--- src/hdl/gshare_predictor_with_btb_defines.svh ---
// ----------------------------------------------------------------------------
// gshare predictor assertion macros
// Shared concurrent assertion forms for the predictor and its target buffer.
// ----------------------------------------------------------------------------
`ifndef GSHARE_PREDICTOR_WITH_BTB_DEFINES_SVH
`define GSHARE_PREDICTOR_WITH_BTB_DEFINES_SVH

// Consequent must hold in the same cycle as the antecedent.
`define GPB_ASSERT_SAME(lbl, clk, rst, ante, cons, msg) \
   lbl: assert property (@(posedge clk) disable iff (rst) (ante) |-> (cons)) \
      else $error(msg);

// Consequent must hold in the cycle after the antecedent.
`define GPB_ASSERT_NEXT(lbl, clk, rst, ante, cons, msg) \
   lbl: assert property (@(posedge clk) disable iff (rst) (ante) |=> (cons)) \
      else $error(msg);

`endif

--- src/hdl/gpb_pkg.sv ---
// ----------------------------------------------------------------------------
// gpb_pkg
// Constants and beat types shared by the gshare predictor and its BTB.
// ----------------------------------------------------------------------------
`default_nettype none

package gpb_pkg;

   localparam int HISTORY_BITS = 4;
   localparam int PHT_ENTRIES  = 1 << HISTORY_BITS;
   localparam int BTB_ENTRIES  = 16;
   localparam int BTB_IDX_BITS = $clog2(BTB_ENTRIES);

   localparam logic [1:0] CTR_MIN       = 2'd0;
   localparam logic [1:0] CTR_WEAK_NT   = 2'd1;
   localparam logic [1:0] CTR_TAKEN_MIN = 2'd2;
   localparam logic [1:0] CTR_MAX       = 2'd3;

   typedef struct packed {
      logic [31:0] pc;
      logic        cond_branch;
      logic        taken;
      logic [31:0] branch_target;
   } req_type;

   typedef struct packed {
      logic [31:0] next_pc;
      logic        predicted_taken;
      logic        btb_hit;
   } rsp_type;

   typedef struct packed {
      logic        hit;
      logic [31:0] target;
   } btb_lookup_type;

   typedef struct packed {
      logic        en;
      logic [31:0] tag;
      logic [31:0] target;
   } btb_write_type;

endpackage

`default_nettype wire

--- src/hdl/gpb_btb.sv ---
// ----------------------------------------------------------------------------
// gpb_btb
// Fully associative branch target buffer: lowest-match lookup, allocation
// into the lowest free slot or else at the round-robin replace pointer.
// ----------------------------------------------------------------------------
`default_nettype none
`include "gshare_predictor_with_btb_defines.svh"

module gpb_btb
   import gpb_pkg::*;
(
   input  wire logic           clock,
   input  wire logic           reset,
   input  wire logic [31:0]    lookup_pc,
   output btb_lookup_type      lookup,
   input  wire btb_write_type  wr
);

   logic [31:0]             tag_ff    [BTB_ENTRIES];
   logic [31:0]             target_ff [BTB_ENTRIES];
   logic [BTB_ENTRIES-1:0]  valid_ff;
   logic [BTB_IDX_BITS-1:0] replace_ptr_ff;
   logic [BTB_IDX_BITS-1:0] replace_ptr_in;

   logic [BTB_IDX_BITS-1:0] free_idx;
   logic [BTB_IDX_BITS-1:0] write_idx;
   logic                    any_free;

   // Scan from the top so that the lowest matching entry wins.
   always_comb begin
      lookup.hit    = 1'b0;
      lookup.target = '0;
      for (int i = BTB_ENTRIES - 1; i >= 0; i--) begin
         if (valid_ff[i] && (tag_ff[i] == lookup_pc)) begin
            lookup.hit    = 1'b1;
            lookup.target = target_ff[i];
         end
      end
   end

   always_comb begin
      free_idx = '0;
      for (int i = BTB_ENTRIES - 1; i >= 0; i--) begin
         if (!valid_ff[i]) begin
            free_idx = BTB_IDX_BITS'(i);
         end
      end
      any_free  = ~(&valid_ff);
      write_idx = any_free ? free_idx : replace_ptr_ff;
      if (replace_ptr_ff == BTB_IDX_BITS'(BTB_ENTRIES - 1)) begin
         replace_ptr_in = '0;
      end else begin
         replace_ptr_in = replace_ptr_ff + BTB_IDX_BITS'(1);
      end
   end

   always_ff @(posedge clock) begin
      if (reset) begin
         valid_ff       <= '0;
         replace_ptr_ff <= '0;
      end else if (wr.en) begin
         valid_ff[write_idx] <= 1'b1;
         replace_ptr_ff      <= replace_ptr_in;
      end
   end

   always_ff @(posedge clock) begin
      if (wr.en) begin
         tag_ff[write_idx]    <= wr.tag;
         target_ff[write_idx] <= wr.target;
      end
   end

   `GPB_ASSERT_NEXT(a_write_sets_valid, clock, reset, wr.en, valid_ff[$past(write_idx)], "BTB write did not set the valid bit")
   `GPB_ASSERT_NEXT(a_idle_holds_state, clock, reset, !wr.en, $stable(valid_ff) && $stable(replace_ptr_ff), "BTB state changed without a write")
   `GPB_ASSERT_NEXT(a_full_stays_full, clock, reset, &valid_ff, &valid_ff, "BTB lost a valid entry")

endmodule

`default_nettype wire

--- src/hdl/gshare_predictor_with_btb.sv ---
// ----------------------------------------------------------------------------
// gshare_predictor_with_btb
// gshare direction predictor with a fully associative branch target buffer.
// ----------------------------------------------------------------------------
// Usage:
//   Request channel: drive req_data (pc, cond_branch, taken, branch_target)
//   and raise start; a beat is taken at each edge with start high and busy
//   low. busy stays low, so a beat may be offered on every cycle.
//   Response channel: rsp_strobe is high for exactly one cycle with
//   rsp_data (next_pc, predicted_taken, btb_hit); the receiver cannot stall
//   and must take the beat in that cycle.
//   Each request passes through the request register and then the response
//   register; one item per cycle sustained. Each item is looked up and
//   updated between the request register and the response register, so
//   the following item always sees the state this one leaves.
//   Prediction and BTB hit use the state before the item's own update.
//   Reset (synchronous, active high): history and replace pointer clear,
//   every counter goes to weakly not-taken, every BTB entry is invalid,
//   and any beat in flight is dropped.
// ----------------------------------------------------------------------------
`default_nettype none
`include "gshare_predictor_with_btb_defines.svh"

module gshare_predictor_with_btb
   import gpb_pkg::*;
(
   input  wire logic    clock,
   input  wire logic    reset,
   input  wire logic    start,
   output logic         busy,
   input  wire req_type req_data,
   output logic         rsp_strobe,
   output rsp_type      rsp_data
);

   logic                    stage_valid_ff;
   req_type                 stage_req_ff;
   logic                    rsp_strobe_ff;
   rsp_type                 rsp_data_ff;
   rsp_type                 rsp_in;

   logic [HISTORY_BITS-1:0] history_ff;
   logic [HISTORY_BITS-1:0] history_in;
   logic [1:0]              pht_ff [PHT_ENTRIES];
   logic [1:0]              ctr_in;
   logic [1:0]              ctr_cur;
   logic [HISTORY_BITS-1:0] slot;
   logic                    pred;
   logic                    update_en;

   btb_lookup_type          lookup;
   btb_write_type           btb_wr;

   assign busy = 1'b0;

   gpb_btb u_btb (
      .clock     (clock),
      .reset     (reset),
      .lookup_pc (stage_req_ff.pc),
      .lookup    (lookup),
      .wr        (btb_wr)
   );

   always_comb begin
      slot      = stage_req_ff.pc[HISTORY_BITS-1:0] ^ history_ff;
      ctr_cur   = pht_ff[slot];
      pred      = (ctr_cur >= CTR_TAKEN_MIN);
      update_en = stage_valid_ff && stage_req_ff.cond_branch;

      // Saturate one step toward the outcome.
      ctr_in = ctr_cur;
      if (stage_req_ff.taken) begin
         if (ctr_cur != CTR_MAX) begin
            ctr_in = ctr_cur + 2'd1;
         end
      end else begin
         if (ctr_cur != CTR_MIN) begin
            ctr_in = ctr_cur - 2'd1;
         end
      end

      if (HISTORY_BITS > 1) begin
         history_in = {history_ff[HISTORY_BITS-2:0], stage_req_ff.taken};
      end else begin
         history_in = HISTORY_BITS'(stage_req_ff.taken);
      end

      btb_wr.en     = update_en && stage_req_ff.taken;
      btb_wr.tag    = stage_req_ff.pc;
      btb_wr.target = stage_req_ff.branch_target;

      rsp_in.predicted_taken = pred;
      rsp_in.btb_hit         = lookup.hit;
      if (pred && stage_req_ff.cond_branch && lookup.hit) begin
         rsp_in.next_pc = lookup.target;
      end else begin
         rsp_in.next_pc = stage_req_ff.pc + 32'd1;
      end
   end

   always_ff @(posedge clock) begin
      if (reset) begin
         stage_valid_ff <= 1'b0;
         rsp_strobe_ff  <= 1'b0;
         history_ff     <= '0;
         for (int i = 0; i < PHT_ENTRIES; i++) begin
            pht_ff[i] <= CTR_WEAK_NT;
         end
      end else begin
         stage_valid_ff <= start && !busy;
         rsp_strobe_ff  <= stage_valid_ff;
         if (update_en) begin
            pht_ff[slot] <= ctr_in;
            history_ff   <= history_in;
         end
      end
   end

   always_ff @(posedge clock) begin
      if (start && !busy) begin
         stage_req_ff <= req_data;
      end
      rsp_data_ff <= rsp_in;
   end

   assign rsp_strobe = rsp_strobe_ff;
   assign rsp_data   = rsp_data_ff;

   `GPB_ASSERT_NEXT(a_stage_gives_beat, clock, reset, stage_valid_ff, rsp_strobe, "accepted item produced no response beat")
   `GPB_ASSERT_NEXT(a_nonbranch_keeps_history, clock, reset, !update_en, $stable(history_ff), "history changed without a branch")
   `GPB_ASSERT_NEXT(a_counter_saturates, clock, reset, update_en && stage_req_ff.taken && (ctr_cur == CTR_MAX), pht_ff[$past(slot)] == CTR_MAX, "taken counter left saturation")

endmodule

`default_nettype wire

--- config.mk ---
export PLATFORM = sky130hd
export DESIGN_NAME = gshare_predictor_with_btb
export DESIGN_NICKNAME = d
export VERILOG_FILES = /design/src/hdl/gpb_pkg.sv /design/src/hdl/gpb_btb.sv /design/src/hdl/gshare_predictor_with_btb.sv
export VERILOG_INCLUDE_DIRS = /design/src /design/src/hdl
export SDC_FILE = /design/constraint.sdc
export NUM_CORES = 2
export LEC_CHECK = 0
export ABC_AREA = 1
export BUFFER_PORTS_ARGS = -buffer_cell sky130_fd_sc_hd__buf_4
export CAP_MARGIN = 25
export CORE_MARGIN = 4
export CORE_UTILIZATION = 40
export CTS_CLUSTER_DIAMETER = 100
export CTS_CLUSTER_SIZE = 10
export DETAILED_ROUTE_END_ITERATION = 16
export HOLD_SLACK_MARGIN = 0.05
export PLACE_DENSITY = 0.65
export SYNTH_ARGS = -nofsm -noshare
export SYNTH_HDL_FRONTEND = slang
export SYNTH_SLANG_ARGS = --single-unit
--- constraint.sdc ---
create_clock -name clock -period 10.75 [get_ports clock]
set_clock_uncertainty 0.2 [all_clocks]
set_input_delay 2.6875 -clock clock [delete_from_list [all_inputs] [get_ports clock]]
set_output_delay 2.6875 -clock clock [all_outputs]
set_load 0.03 [all_outputs]
Word level (Yosys, flattened, before mapping)
Memories as Yosys holds them, arrays and structs flattened.
Cells that the tools add are included.
Cells by class
  equality and inequality tests: 18
  shifts and indexed selects: 0
  $lt $le $gt $ge: 3
  reductions and logical operators: 24
  $add $sub $neg: 4
  mux-type cells: 50
  bitwise operators: 2
  multipliers: 0
  divide/modulo/power cells: 0
Operators by type and width (count)
  $mux 33: 16
  $eq 32x32->1: 16
  $mux 4: 19
  $add 32x1->32 const B: 1
  $mux 32: 1
  $logic_and 1x1->1: 21
  $or 16x16->16: 1
  $reduce_and 16->1: 1
  $mux 1: 9
  $mux 2: 4
  $lt 4x5->1 const B: 1
  $add 4x1->4 const B: 1
  $demux 1 s4: 1
  $eq 4x4->1 const B: 1
  $ge 4x1->1 const B: 1
  $xor 4x4->4: 1
  $add 2x1->2 const B: 1
  $ge 2x2->1 const B: 1
  $ne 2x2->1 const B: 1
  $reduce_bool 2->1: 1
  $reduce_or 2->1: 1
  $sub 2x1->2 const B: 1
Word-level totals
  memories kept: 3
  bits in writable memories: 1056
  logic and storage cells: 116
  input bits: 69
  output and inout port bits: 36
  flip-flop bits (word level): 126
  ROM bits: 0
  bits in latches: 0
Memory list
  u_btb.tag_ff: words 16, bits a word 32, read ports 16, clocked after Yosys merged registers in 0, wr ports 1, RTL line gpb_btb.sv:19  | logic [31:0] tag_ff [BTB_ENTRIES];
  u_btb.target_ff: words 16, bits a word 32, read ports 16, clocked after Yosys merged registers in 0, wr ports 1, RTL line gpb_btb.sv:20  | logic [31:0] target_ff [BTB_ENTRIES];
  pht_ff: words 16, bits a word 2, read ports 1, clocked after Yosys merged registers in 0, wr ports 16, RTL line gshare_predictor_with_btb.sv:44  | logic [1:0] pht_ff [PHT_ENTRIES];

Logic depth before layout (Yosys ltp)
  word-level depth: 22
  mapped depth: 30
  gate-level depth less buffers: 28

Modules after synthesis
A second synthesis with hierarchy kept.
Unflattened totals
  cells, all modules: 4391
  area, all modules: 50114.3 sq um
By module, submodules not included
  gpb_btb: seq. area each 31149.9 sq um, times used 1, cells each 3787, area an instance 44144.8 sq um
  gshare_predictor_with_btb: seq. area each 3743.6 sq um, times used 1, cells each 604, area an instance 5969.5 sq um

Least setup slack after synthesis
No wires, ideal clock.
  path kind: flip-flop to flip-flop
  start point: register u_btb.valid_ff[8]
  end point: memory u_btb.tag_ff[7][0], enable pin
  period minus slack after synthesis: 4911 ps
  path buffers: 0
  stages on the path, launching flop included: 11
  library setup time: 488 ps
  setup slack: 5839 ps
  data required time: 10062 ps
  arrival time: 4223 ps
  cells stage by stage: dfxtp_1 inv_1 nor4_1 inv_1 nor4_1 nand2_1 o21ai_0 inv_1 nor2_1 inv_1 nor2_1
On the way
  word-level cells in the longest chain between the ends: 10
  elaborated cells on any way between the ends: 11
  classes of those cells: mux (10); reduce/logical (1)
RTL lines
  start: declaration: RTL line gpb_btb.sv:21  | logic [BTB_ENTRIES-1:0] valid_ff;
  start signal: assignment: RTL line gpb_btb.sv:59  | valid_ff <= '0;
  start signal: indexed assignment: RTL line gpb_btb.sv:62  | valid_ff[write_idx] <= 1'b1;
  $mux 4 (9 in series): RTL line gpb_btb.sv:44  | if (!valid_ff[i]) begin
  $mux 4 (*): RTL line gpb_btb.sv:49  | write_idx = any_free ? free_idx : replace_ptr_ff;
  end: declaration: RTL line gpb_btb.sv:19
Every way passes the cells marked *; elsewhere a longest branch is shown, timed or not.

==> results by group <==
Clocking
  – CTS tree: yes
  – Skew-Pair Late Insertion Delay: roughly 0.80 ns
  – Clk buf depth: 3
  – Clock transition at the registers of the reported paths: around 0.060 ns
  – # hold bufs at CTS: 0
  – CTS sink cnt: between 1,000 and 1,500
  – Clock root buffer: clkbuf_16
  – CTS Buf Count: 136
  – Post-CTS resize count: 0
  – H-tree Lvls: 4
  – Post-CTS Setup Bufs: 0

Global routing
  – Gr ovfl total: 0
  – Pin count of the biggest net entering global routing: 66
  – Vias in the first global route: about 39,000
  – Tot GR Track Use: roughly 26%
  – First-pass GRT wire length: 265 mm
  – Initial antenna violation count: 8

Finish
  – Area occupied by multi-input gates: ~0.016 mm²
  – FF/Latch Area: approximately 0.035 mm²
  – Final net count: roughly 5,300
  – Fillers: ~12,000
  – P&R area growth vs syn: 13.2%
  – Fraction of layout cells with a size suffix above 1: 11.2%
  – Utilization after layout: between 40% and 50%

Detailed routing
  – Routed vias/inst: 5.70
  – Routed WL per cell: between 20 and 30 µm
  – Final WL: between 150 and 200 mm
  – Antenna-violating nets left: 0
  – Top layer in use: met4
  – Pre-antenna DRT Iters: 6
  – Met3 wire len: ~16 mm
  – Starting DRT DRC Count: approximately 5,200
  – Vias: ~40,000
  – Detailed-route DRC error count: 0
  – Met2 Wirelength: ~86 mm
  – M1 wire length: about 74 mm

Place
  – Final HPWL DP: around 110 mm
  – PortBufs: slightly above 100
  – RD Place Congestion: about 0.9
  – Dpl ws: between 4 and 5 ns

Yosys
  – Gate Count Post-Synth: 5,113
  – Yosys warning count: 0
  – Unique masters post-synth: 66
  – Syn_area_per_cell: 10.5 µm²
  – Sequential share of the synthesized area: 64.8%
  – Ys flop type: edfxtp_1
  – Synth Cell Area: around 0.054 mm²
  – Flops & latches, synth: ~1,200
  – EDFF count, synth: approximately 1,100
  – Syn Nets: between 5,000 and 6,000
  – Asr flop ratio synth: 0%

Timing
  – Least-Margin Pin Slew: 1.07 ns
  – Max_slew headroom: around 29%
  – Worst setup margin: around 5 ns
  – Fin crit share: around 55%
  – Final min period: about 5.9 ns
  – Hold Fails Final Rpt: 0
  – Max Transition Viols Final: 0
  – Fmax achieved: 171 MHz
  – Unrepaired setup endpoints after global routing: no
  – Post-route setup TNS: 0 ns
  – Setup violators final: 0

Status
  – Status: finished clean

Power and ir drop
  – Pwr Density: between 150 and 200 mW/mm²
  – Worst IR drop on VDD: roughly 0.17 mV
  – Leakage: roughly 0.022 µW

Critical path
  – Crit path top cell by count: buf_4
  – Slowest Stage Delay on Critical Path: roughly 0.95 ns
  – Crit start category: register
  – Crit Path Class: register to register
  – Worst Setup End Kind: register
  – Worst Path Arrival: 6.32 ns
  – Slowest stage cell on the critical path: nand3_2
  – Cell class contributing the biggest share of worst-path delay: simple AND/OR/NAND/NOR gates
  – Crit-path cells: buf_4, inv_2, nor2_1, a2111oi_0, nand3_2, nor2_4, buf_4, nor3_1, nand4_2, nand3_4, o21ai_0, nand2_1
  – Buf/Inv on CP: 3
  – CP max FO: 63
  – Critical Path RT: between 10 and 15 ns

Floorplan
  – Cell Rows: between 100 and 150
  – Core area: ~0.13 mm²
  – Chip width: 375 µm
  – Number of I/O pins: ~110
  – Full die area: about 0.14 mm²
  – Die Height: roughly 380 µm
  – Initial Utilization: roughly two fifths

Min path
  – HP Class: register to register

Job
  – Max-Cap Viols: 0
[cell usage in the layout, fill, tap and decap left out, drive strengths merged, types with 2 or more instances in the layout]
master / synthesis / final
a211oi: 10 / 10
nand4: 152 / 152
nand3b: 22 / 22
o211ai: 6 / 6
nand3: 139 / 139
nor4b: 10 / 10
inv: 385 / 391
clkinv: 1 / 10
o21a: 15 / 15
o21ai: 191 / 191
edfxtp: 1122 / 1122
or4: 16 / 16
and2: 2 / 2
clkbuf: 57 / 207
dfxtp: 60 / 60
a221oi: 10 / 10
o221ai: 2 / 2
ha: 2 / 2
xnor2: 87 / 87
o2111a: 2 / 2
o22ai: 81 / 81
nand2: 1201 / 1201
buf: 178 / 228
and3: 5 / 5
nor3: 156 / 156
xor2: 64 / 64
nor4: 86 / 86
or2: 131 / 131
a21oi: 314 / 314
a22o: 2 / 2
nor2: 544 / 544
nor3b: 15 / 15
o2111ai: 25 / 25
a22oi: 8 / 8
a2111oi: 5 / 5
[tightest hold or removal path, cell delays in order, from the launching register on]
cell and delay, ns:
dfxtp_1 0.31, inv_1 0.05, nor2_1 0.04
[cells by family (layout without fill, tap and decap cells)]
| group | Yosys count | in the layout | share of synthesized area [%] |
|---|---|---|---|
| AOI/OAI and AO/OA | 676 | 676 | 7.02 |
| xor gates and xnor gates | 151 | 151 | 2.45 |
| adders and majority gates | 2 | 2 | 0.0464 |
| buffers and inverters | 621 | 837 | 5.08 |
| DFF | 1182 | 1182 | 64.8 |
| other | 1 | 2 | 0.00696 |
| and+or+nand+nor | 2480 | 2480 | 20.6 |
[cell usage after synthesis, types with 21 or more instances]
cell | count | area, µm²
nand2_1 | 1199 | 4500
edfxtp_1 | 1122 | 33700
nor2_1 | 523 | 1960
inv_1 | 363 | 1360
a21oi_1 | 314 | 1570
o21ai_0 | 180 | 901
nor3_1 | 151 | 756
nand4_1 | 144 | 901
nand3_1 | 133 | 666
or2_2 | 125 | 782
buf_2 | 123 | 616
xnor2_1 | 87 | 762
nor4_1 | 83 | 519
o22ai_1 | 81 | 507
xor2_1 | 64 | 561
dfxtp_1 | 60 | 1200
clkbuf_1 | 54 | 203
buf_4 | 29 | 218
o2111ai_1 | 25 | 219
nand3b_1 | 21 | 158
[final cells by class]
type,count,area share (%)
antenna,1,0.00410
clock buffer,207,6.05
clock inverter,16,0.546
inverter,386,2.38
multi-input combinational,3310,26.9
sequential,1182,57.2
tap,1768,3.63
timing repair buffer,228,3.22
[metrics by stage]
| step | total power [µW] | hold WS, ns | area [µm²] | std cells |
|---|---|---|---|---|
| after floorplan | 5650 | 0.203 | 53900 | 5113 |
| after global placement | 6010 | 0.237 | 56600 | 6857 |
| after detailed placement | 6020 | 0.245 | 56800 | 6865 |
| after CTS | 10300 | 0.249 | 60800 | 7088 |
| after global routing | 10500 | 0.262 | 61000 | 7097 |
| final | 10300 | 0.236 | 61000 | 7098 |
[worst paths after layout]
kind	from	endpoint	slack [ns]	cells past startpoint
hold / removal	stage_valid_ff$_SDFF_PP0_	rsp_strobe$_SDFF_PP0_	0.24	2
setup reg to reg	btb_wr[63]$_DFFE_PP_	rsp_data[9]$_DFF_P_	4.89	12
setup / recovery	btb_wr[63]$_DFFE_PP_	rsp_data[9]$_DFF_P_	4.89	12
hold reg to reg	stage_valid_ff$_SDFF_PP0_	rsp_strobe$_SDFF_PP0_	0.24	2
[per-layer routing]
metal / vias to the layer above / GRT usage, %
met2: 2173 / 41.9
met5: - / 0
met1: 19748 / 34.4
li1: 18089 / -
met4: 0 / 10.6
met3: 430 / 4.26
[power breakdown]
part | internal (µW) | switching [µW]
Clock | 2410 | 1910
Combinational | 185 | 565
Sequential | 5120 | 67.5
Total | 7710 | 2550
[sequential cells by signal (all words and copies together) (netlist names), 4 cells and up]
name and flops:
pht_ff 32, btb_wr 64, u_btb.tag_ff 512, u_btb.replace_ptr_ff 4, u_btb.target_ff 512, rsp_data 34, history_ff 4, u_btb.valid_ff 16
Power figures use the tool's default switching activity.
